$ cat config.mk
export PLATFORM = sky130hd
export DESIGN_NAME = ide_pio_disk_controller
export DESIGN_NICKNAME = d
export VERILOG_FILES = /design/src/idepio_pkg.sv /design/src/idepio_front.sv /design/src/idepio_queue.sv /design/src/idepio_back.sv /design/src/ide_pio_disk_controller.sv
export SDC_FILE = /design/constraint.sdc
export NUM_CORES = 1
export LEC_CHECK = 0
export CAP_MARGIN = 5
export CORE_MARGIN = 2
export CORE_UTILIZATION = 49
export DETAILED_ROUTE_END_ITERATION = 8
export DONT_BUFFER_PORTS = 1
export SETUP_SLACK_MARGIN = 0.15
export SLEW_MARGIN = 20
export SYNTH_ARGS = -nofsm -noshare
export SYNTH_HDL_FRONTEND = slang
export SYNTH_SLANG_ARGS = --single-unit
$ cat constraint.sdc
create_clock -name i_clk -period 17.88 [get_ports i_clk]
set_input_delay 3.576 -clock i_clk [delete_from_list [all_inputs] [get_ports i_clk]]
set_output_delay 3.576 -clock i_clk [all_outputs]
set_load 0.02 [all_outputs]
$ cat src/idepio_pkg.sv
// Shared types and constants for the IDE PIO task-file controller.
package idepio_pkg;

    // Task-file status and command codes
    localparam logic [7:0] ST_READY     = 8'h40;
    localparam logic [7:0] CMD_READ     = 8'h20;
    localparam logic [7:0] CMD_WRITE    = 8'h30;
    localparam logic [7:0] CMD_DMA_READ = 8'hC8;
    localparam logic [7:0] LBA_TOP_MASK = 8'h1F;

    // Request types
    localparam logic REQ_READ  = 1'b0;
    localparam logic REQ_WRITE = 1'b1;

    // Disk operation codes
    localparam logic [1:0] DOP_NONE  = 2'd0;
    localparam logic [1:0] DOP_READ  = 2'd1;
    localparam logic [1:0] DOP_WRITE = 2'd2;

    localparam logic [2:0] PORT_DATA = 3'd0;
    localparam logic [2:0] PORT_CMD  = 3'd7;
    localparam logic [2:0] SIZE_WORD = 3'd4;

    // Queue between front and back
    localparam int QUEUE_DEPTH = 2;
    localparam int QPTR_W      = $clog2(QUEUE_DEPTH);
    localparam int QCNT_W      = $clog2(QUEUE_DEPTH + 1);

    typedef struct packed {
        logic        req_type;
        logic [2:0]  port;
        logic [2:0]  size;
        logic [31:0] wdata;
        logic [31:0] disk_rdata;
    } t_in_item;

    typedef struct packed {
        logic [31:0] rdata;
        logic [1:0]  disk_op;
        logic [31:0] disk_wdata;
        logic [31:0] disk_pos;
        logic        irq;
        logic        error;
    } t_out_item;

    // Classified access, as handed from the front to the back
    typedef struct packed {
        logic        wr_access;
        logic        data_xfer;
        logic        cmd_port;
        logic [2:0]  port;
        logic [7:0]  wr_en;
        logic [63:0] wr_bytes;
        logic [3:0]  rd_en;
        logic [31:0] disk_rdata;
    } t_cmd;

endpackage

$ cat src/idepio_front.sv
// Front end: decodes one bus access into port byte enables and aligned data.
module idepio_front (
    input  idepio_pkg::t_in_item i_item,
    output idepio_pkg::t_cmd     o_cmd
);

    logic [2:0] w_len;

    always_comb begin
        logic [3:0] p;
        w_len = (i_item.size > idepio_pkg::SIZE_WORD) ? idepio_pkg::SIZE_WORD : i_item.size;

        o_cmd            = '0;
        o_cmd.wr_access  = (i_item.req_type == idepio_pkg::REQ_WRITE);
        o_cmd.port       = i_item.port;
        o_cmd.data_xfer  = (i_item.port == idepio_pkg::PORT_DATA) &&
                           (i_item.size == idepio_pkg::SIZE_WORD);
        o_cmd.cmd_port   = (i_item.req_type == idepio_pkg::REQ_WRITE) &&
                           (i_item.port == idepio_pkg::PORT_CMD);
        o_cmd.disk_rdata = i_item.disk_rdata;

        // bytes past the last port are dropped on write, read as zero
        for (int i = 0; i < 4; i++) begin
            p = {1'b0, i_item.port} + 4'(i);
            if ((3'(i) < w_len) && !p[3]) begin
                o_cmd.rd_en[i] = 1'b1;
                if (i_item.req_type == idepio_pkg::REQ_WRITE) begin
                    o_cmd.wr_en[p[2:0]]            = 1'b1;
                    o_cmd.wr_bytes[p[2:0]*8 +: 8]  = i_item.wdata[i*8 +: 8];
                end
            end
        end
    end

endmodule

$ cat src/idepio_queue.sv
// Short FIFO of classified accesses between front and back.
module idepio_queue (
    input  logic             i_clk,
    input  logic             i_rst_n,
    input  logic             i_push,
    input  idepio_pkg::t_cmd i_cmd,
    output logic             o_full,
    input  logic             i_pop,
    output logic             o_valid,
    output idepio_pkg::t_cmd o_head
);

    idepio_pkg::t_cmd                    r_mem [idepio_pkg::QUEUE_DEPTH];
    logic [idepio_pkg::QPTR_W-1:0]       r_wr_ptr, n_wr_ptr;
    logic [idepio_pkg::QPTR_W-1:0]       r_rd_ptr, n_rd_ptr;
    logic [idepio_pkg::QCNT_W-1:0]       r_cnt,    n_cnt;

    localparam logic [idepio_pkg::QPTR_W-1:0] LAST_PTR =
        idepio_pkg::QPTR_W'(idepio_pkg::QUEUE_DEPTH - 1);
    localparam logic [idepio_pkg::QCNT_W-1:0] FULL_CNT =
        idepio_pkg::QCNT_W'(idepio_pkg::QUEUE_DEPTH);

    assign o_full  = (r_cnt == FULL_CNT);
    assign o_valid = (r_cnt != '0);
    assign o_head  = r_mem[r_rd_ptr];

    always_comb begin
        n_wr_ptr = r_wr_ptr;
        n_rd_ptr = r_rd_ptr;
        n_cnt    = r_cnt;
        if (i_push) begin
            n_wr_ptr = (r_wr_ptr == LAST_PTR) ? '0 : r_wr_ptr + 1'b1;
        end
        if (i_pop) begin
            n_rd_ptr = (r_rd_ptr == LAST_PTR) ? '0 : r_rd_ptr + 1'b1;
        end
        if (i_push && !i_pop) begin
            n_cnt = r_cnt + 1'b1;
        end else if (i_pop && !i_push) begin
            n_cnt = r_cnt - 1'b1;
        end
    end

    always_ff @(posedge i_clk) begin
        if (!i_rst_n) begin
            r_wr_ptr <= '0;
            r_rd_ptr <= '0;
            r_cnt    <= '0;
        end else begin
            r_wr_ptr <= n_wr_ptr;
            r_rd_ptr <= n_rd_ptr;
            r_cnt    <= n_cnt;
        end
    end

    always_ff @(posedge i_clk) begin
        if (i_push) begin
            r_mem[r_wr_ptr] <= i_cmd;
        end
    end

endmodule

$ cat src/idepio_back.sv
// Back end: task-file state, command execution and the result register.
module idepio_back #(
    parameter int SECTOR_BYTES = 512
) (
    input  logic                  i_clk,
    input  logic                  i_rst_n,
    input  logic                  i_valid,
    input  idepio_pkg::t_cmd      i_cmd,
    output logic                  o_pop,
    output logic                  o_out_valid,
    input  logic                  i_out_ready,
    output idepio_pkg::t_out_item o_out_item
);

    localparam int CNT_W = $clog2(SECTOR_BYTES + 4);
    localparam logic [CNT_W-1:0] SB_CNT = CNT_W'(SECTOR_BYTES);
    localparam logic [CNT_W-1:0] WORD_CNT = CNT_W'(4);
    localparam logic [31:0] SB32 = 32'(SECTOR_BYTES);
    localparam logic [63:0] PORTS_RST = {idepio_pkg::ST_READY, 56'h0};

    logic [63:0]           r_ports, n_ports;
    logic [CNT_W-1:0]      r_cnt,   n_cnt;
    logic                  r_wmode, n_wmode;
    logic [31:0]           r_pos,   n_pos;
    logic                  r_out_valid;
    idepio_pkg::t_out_item r_out,   n_out;

    logic [CNT_W-1:0] w_cnt_next;
    logic             w_cnt_full;
    logic [7:0]       w_cmd;
    logic [28:0]      w_sector;
    logic [63:0]      w_shifted;

    assign o_pop       = i_valid && (!r_out_valid || i_out_ready);
    assign o_out_valid = r_out_valid;
    assign o_out_item  = r_out;

    assign w_cnt_next = r_cnt + WORD_CNT;
    assign w_cnt_full = (r_cnt >= SB_CNT);

    always_comb begin
        n_ports = r_ports;
        for (int j = 0; j < 8; j++) begin
            if (i_cmd.wr_en[j]) begin
                n_ports[j*8 +: 8] = i_cmd.wr_bytes[j*8 +: 8];
            end
        end
        w_cmd    = n_ports[63:56];
        w_sector = {5'(n_ports[55:48] & idepio_pkg::LBA_TOP_MASK), n_ports[47:24]};

        n_cnt   = r_cnt;
        n_wmode = r_wmode;
        n_pos   = r_pos;
        n_out   = '0;
        n_out.disk_op = idepio_pkg::DOP_NONE;

        if (i_cmd.wr_access) begin
            if (i_cmd.data_xfer) begin
                if (!r_wmode || w_cnt_full) begin
                    n_out.error = 1'b1;
                end else begin
                    n_out.disk_op    = idepio_pkg::DOP_WRITE;
                    n_out.disk_wdata = n_ports[31:0];
                    n_cnt            = w_cnt_next;
                    n_pos            = r_pos + 32'd4;
                    if (w_cnt_next >= SB_CNT) begin
                        n_ports[63:56] = idepio_pkg::ST_READY;
                    end
                end
            end else if (i_cmd.cmd_port) begin
                if (w_cmd == idepio_pkg::CMD_READ || w_cmd == idepio_pkg::CMD_WRITE) begin
                    n_pos = 32'({3'b000, w_sector} * SB32);
                    n_cnt = '0;
                    if (w_cmd == idepio_pkg::CMD_READ) begin
                        n_wmode        = 1'b0;
                        n_ports[63:56] = idepio_pkg::ST_READY;
                        n_out.irq      = 1'b1;
                    end else begin
                        n_wmode = 1'b1;
                    end
                end else if (w_cmd != idepio_pkg::CMD_DMA_READ) begin
                    n_out.error = 1'b1;
                end
            end
        end else if (i_cmd.data_xfer) begin
            if (r_wmode || w_cnt_full) begin
                n_out.error = 1'b1;
            end else begin
                n_out.disk_op  = idepio_pkg::DOP_READ;
                n_ports[31:0]  = i_cmd.disk_rdata;
                n_cnt          = w_cnt_next;
                n_pos          = r_pos + 32'd4;
                if (w_cnt_next >= SB_CNT) begin
                    n_ports[63:56] = idepio_pkg::ST_READY;
                end
            end
        end

        // read back the accessed ports after handling
        w_shifted = n_ports >> {i_cmd.port, 3'b000};
        for (int i = 0; i < 4; i++) begin
            n_out.rdata[i*8 +: 8] = i_cmd.rd_en[i] ? w_shifted[i*8 +: 8] : 8'h00;
        end
        n_out.disk_pos = n_pos;
    end

    always_ff @(posedge i_clk) begin
        if (!i_rst_n) begin
            r_ports     <= PORTS_RST;
            r_cnt       <= '0;
            r_wmode     <= 1'b0;
            r_pos       <= '0;
            r_out_valid <= 1'b0;
        end else begin
            if (o_pop) begin
                r_ports <= n_ports;
                r_cnt   <= n_cnt;
                r_wmode <= n_wmode;
                r_pos   <= n_pos;
            end
            if (o_pop) begin
                r_out_valid <= 1'b1;
            end else if (i_out_ready) begin
                r_out_valid <= 1'b0;
            end
        end
    end

    always_ff @(posedge i_clk) begin
        if (o_pop) begin
            r_out <= n_out;
        end
    end

`ifndef NO_ASSERTIONS
    a_cnt_word: assert property (@(posedge i_clk) disable iff (!i_rst_n)
        r_cnt[1:0] == 2'b00)
        else $error("transfer count not word aligned");

    a_op_no_err: assert property (@(posedge i_clk) disable iff (!i_rst_n)
        r_out_valid |-> !(r_out.error && (r_out.disk_op != idepio_pkg::DOP_NONE)))
        else $error("disk transfer flagged as error");

    a_irq_alone: assert property (@(posedge i_clk) disable iff (!i_rst_n)
        (r_out_valid && r_out.irq) |->
            (r_out.disk_op == idepio_pkg::DOP_NONE && !r_out.error))
        else $error("interrupt with disk transfer or error");

    a_pos_step: assert property (@(posedge i_clk) disable iff (!i_rst_n)
        (o_pop && n_out.disk_op != idepio_pkg::DOP_NONE) |=>
            (r_pos == $past(r_pos) + 32'd4) && (r_out.disk_pos == r_pos))
        else $error("disk position did not advance by one word");
`endif

endmodule

$ cat src/ide_pio_disk_controller.sv
// Top level of the IDE PIO task-file controller with 29-bit LBA sector addressing.
//
//  channel   direction  handshake                 payload
//  in        slave      i_in_valid / o_in_ready   i_in_item  (t_in_item)
//  out       master     o_out_valid / i_out_ready o_out_item (t_out_item)
//
// One bus access per cycle sustained while the output is not stalled. An
// accepted access sits in the two-entry queue and its result is registered
// in the output register once that register is free or being taken.
// The back end updates the task-file state once per access, as it is popped.
// A stalled output fills the queue; o_in_ready falls only when it is full.
// Synchronous active-low reset restores the status byte to ready, clears
// the rest of the task file, count, direction and disk position.
module ide_pio_disk_controller #(
    parameter int SECTOR_BYTES = 512
) (
    input  logic                  i_clk,
    input  logic                  i_rst_n,
    input  logic                  i_in_valid,
    output logic                  o_in_ready,
    input  idepio_pkg::t_in_item  i_in_item,
    output logic                  o_out_valid,
    input  logic                  i_out_ready,
    output idepio_pkg::t_out_item o_out_item
);

    idepio_pkg::t_cmd w_cmd;      // classified incoming transfer
    idepio_pkg::t_cmd w_head;     // oldest queued transfer
    logic             w_full;
    logic             w_q_valid;
    logic             w_pop;
    logic             w_push;

    // nothing in the front depends on task-file state, so decode is free to
    // run ahead of the back end
    idepio_front u_front (
        .i_item (i_in_item),
        .o_cmd  (w_cmd)
    );

    assign o_in_ready = !w_full;
    assign w_push     = i_in_valid && !w_full;

    idepio_queue u_queue (
        .i_clk   (i_clk),
        .i_rst_n (i_rst_n),
        .i_push  (w_push),
        .i_cmd   (w_cmd),
        .o_full  (w_full),
        .i_pop   (w_pop),
        .o_valid (w_q_valid),
        .o_head  (w_head)
    );

    // back end owns the port bytes, count, direction and disk position
    idepio_back #(
        .SECTOR_BYTES (SECTOR_BYTES)
    ) u_back (
        .i_clk       (i_clk),
        .i_rst_n     (i_rst_n),
        .i_valid     (w_q_valid),
        .i_cmd       (w_head),
        .o_pop       (w_pop),
        .o_out_valid (o_out_valid),
        .i_out_ready (i_out_ready),
        .o_out_item  (o_out_item)
    );

endmodule
==> results.toml <==
[floorplan]
dieArea_um2 = 46700
die_x_um = 216
io_pins = 177
core_region_area_um2 = 44300
die_height_um = 216
initial_utilization_pct = 49.7
row_count = 77

[yosys]
synth_area_leaders = "edfxtp_1, dfxtp_1, mux2i_1"
synth_edf_count = 328
yosysWarnings = 0
synthCells = 2034
synth_top_area_cell = "edfxtp_1"
seq_area_frac_synth_pct = 54.8
synth.most_common_cell = "edfxtp_1"
async_flop_share_pct = 0
yosys.area.top_type_share_pct = 44.7
syn_nets = 2132
ys_ff_latch = 439
synth_flop_cell = "edfxtp_1"
avgSynthCellArea_um2 = 10.8
ys_types = 82
netlist_top_cells_count = "edfxtp_1, nand2_1, nor2_1"
netlist_area_um2 = 22000

[route]
drt_pre_antenna_iters = 8
totalWireLength_um = 73600
drcViolationCount = 0
postRouteAntennaNets = 1
vias_per_cell = 6.76
wl_per_cell_um = 28.3
drtIter0Drc = 2467
dr_total_vias = 17600

[worst_setup_path]
critPathMaxFanout = 25
worstSetupEndpointType = "register"
path_delay_family = "simple AND/OR/NAND/NOR gates"
cp.arrival_ns = 6.76
worst_path_max_delay_cell = "and4_1"
critPathBufInv = 3
max_stage_delay_ns = 0.60
start_kind = "input pin"
crit_chain = "clkinv_1 > ha_1 > xnor2_1 > inv_1 > a221oi_1 > buf_4 > and4_1 > nand3b_1 > nor2_1 > a311o_1"
path_class = "input pin to register"
crit_required_ns = 18.21

[sta]
worstMarginPinSlew_ns = 1.14
final_hold_viol_count = 0
rsz0062_at_grt = "no"
tns_ns = 0
maxSlewViolCount = 0
post-route-period-util_pct = 36.0
relSlewSlack_pct = 23.3
fmax_mhz = 155
finalCriticalPeriod_ns = 6.43
setup-violations-final = 0
finalClockSkew_ns = 0.0303
whs_ns = 0.447

[cts]
cts_tree = "built"
root_buffer = "clkbuf_16"
htreeDepth = 2
clk_path_buf_depth = 3
hold_buffers = 0
clock-sinks = 439
clk_pin_slew_ns = 0.06
insertion_delay_ns = 0.62
post_cts.repair.setup_buffers = 0
cts_resized = 0
numCtsBuffers = 47

[global_route]
grt_usage_pct = 31.0
antenna_found_initial = 3
grt_pass1_wl_um = 108000
grt_pass1_vias = 16100
gr-total-overflow = 0
grt_max_degree = 77

[cells_and_area]
fill_cells = 3864
seqCellArea_um2 = 12100
final_nets = 2063
drive_gt1_share_pct = 8.63
multi_input_area_um2 = 9250
synthToLayoutAreaGrowth_pct = 9.37

[pwr]
ir_drop_mv = 0.0756
p_leak_uw = 0.00823
power_density_nw_per_um2 = 156

[run_status]
outcome = "finished with violations"
violations = "antenna rules"

[placement]
gp_congestion = 1.01
place.detailed.hpwl_um = 51700
numPortBuffers = 0

[flow_run]
maxCapViolCount = 0

[hold_path]
hp-class = "register to register"
-- state kept, by name, indices dropped and copies added (netlist names), named ones only --
| register | cells |
|---|---|
| u_back.r_wmode | 1 |
| u_back.r_pos | 32 |
| u_queue.r_mem | 228 |
| u_queue.r_rd_ptr | 1 |
| u_back.o_out_item | 100 |
| u_back.r_cnt | 8 |
| u_queue.r_wr_ptr | 1 |
| u_queue.r_cnt | 2 |
| u_back.o_out_valid | 1 |
| u_back.r_ports | 64 |
-- cells in the final DEF (no fill, tap or decap), types with 10 or more instances in the layout --
| cell | netlist | final |
|---|---|---|
| buf_4 | 7 | 31 |
| mux2_2 | 36 | 36 |
| mux2i_1 | 75 | 73 |
| or4_1 | 10 | 10 |
| and3_1 | 77 | 76 |
| nand2b_1 | 14 | 14 |
| inv_1 | 22 | 22 |
| nor2_1 | 170 | 169 |
| dfxtp_1 | 111 | 110 |
| clkbuf_1 | 77 | 16 |
| xor2_1 | 12 | 12 |
| o21ai_0 | 101 | 101 |
| and2_1 | 17 | 16 |
| edfxtp_1 | 328 | 328 |
| a32oi_1 | 30 | 30 |
| o22ai_1 | 12 | 12 |
| a211oi_1 | 24 | 24 |
| nor3_1 | 58 | 57 |
| and4_1 | 10 | 10 |
| clkbuf_16 | 0 | 47 |
| o211ai_1 | 10 | 10 |
| a31oi_1 | 26 | 25 |
| a22oi_1 | 97 | 97 |
| nor2b_1 | 37 | 37 |
| nand3_1 | 39 | 39 |
| nand2_1 | 191 | 191 |
| o32ai_1 | 11 | 11 |
| nand4_1 | 18 | 18 |
| a21oi_1 | 111 | 110 |
| ha_1 | 23 | 23 |
| o2bb2ai_1 | 16 | 16 |
| a221o_1 | 36 | 36 |
| o221ai_1 | 16 | 16 |
| a221oi_1 | 18 | 18 |
-- logic make-up (layout without fill, tap and decap cells) --
group	Yosys count	count (layout)	share of synthesized area, %
simple gates	688	688	15.6
compound gates	575	575	18.6
flops	439	439	54.8
buf+inv	176	146	3.46
mux	116	116	5.61
fa+ha+maj	23	23	1.31
xor+xnor	17	17	0.676
other cells	0	6	0
-- final cells by class --
type,instances,area share (%)
flip-flops and latches,439,50.1
multi-input cells,1419,38.4
clock buffers,66,5.30
well taps,592,3.07
clock inverters,22,1.52
repair buffers,32,1.08
inverters,26,0.426
diodes,6,0.0623
-- worst register-to-register path: cells and delay by family, from the launching register on --
family	cells	cell delay [ns]
buffers and inverters	1	0.67
DFF	1	0.72
muxes	1	0.41
AOI/OAI and AO/OA	2	1.44
and+or+nand+nor	2	1.32
-- routing by layer --
layer  up-vias  routed length [µm]  GRT usage (%)
met3       209                7490           8.43
met5         -                  15              0
li1       7741                   -              -
met4         2                3490           13.9
met1      8632               31700           44.1
met2       996               30900           44.2
-- power breakdown --
part	internal (µW)	leakage [µW]	switching (µW)
sequential	1400	0.00406	254
combinational	310	0.00337	769
clock	621	0.000797	413
total	2330	0.00823	1440
-- final timing paths --
kind	from	to	slack [ns]	depth (start not counted)
setup / recovery	i_in_item[67]	u_queue.r_mem[1][53]	11.45	10
hold / removal	u_back.r_pos[1]	u_back.r_pos[1]	0.45	2
setup reg to reg	register	u_back.o_out_item[98]	13.01	6
hold reg to reg	u_back.r_pos[1]	u_back.r_pos[1]	0.45	2
-- metrics by stage --
| step | util [%] | area [µm²] | total power (µW) | std cells | worst slack [ns] |
|---|---|---|---|---|---|
| after floorplan | - | 22000 | 2350 | 2034 | 8.88 |
| after global routing | 54.3 | 24100 | 3910 | 2596 | 11.35 |
| after CTS | 54.2 | 24000 | 3750 | 2595 | 11.60 |
| after global placement | 50.5 | 22400 | 2710 | 2507 | 11.08 |
| after detailed placement | 50.5 | 22400 | 2720 | 2507 | 11.01 |
| final | 54.4 | 24100 | 3760 | 2602 | 11.45 |
No activity file was read; power rests on OpenSTA's default activity.
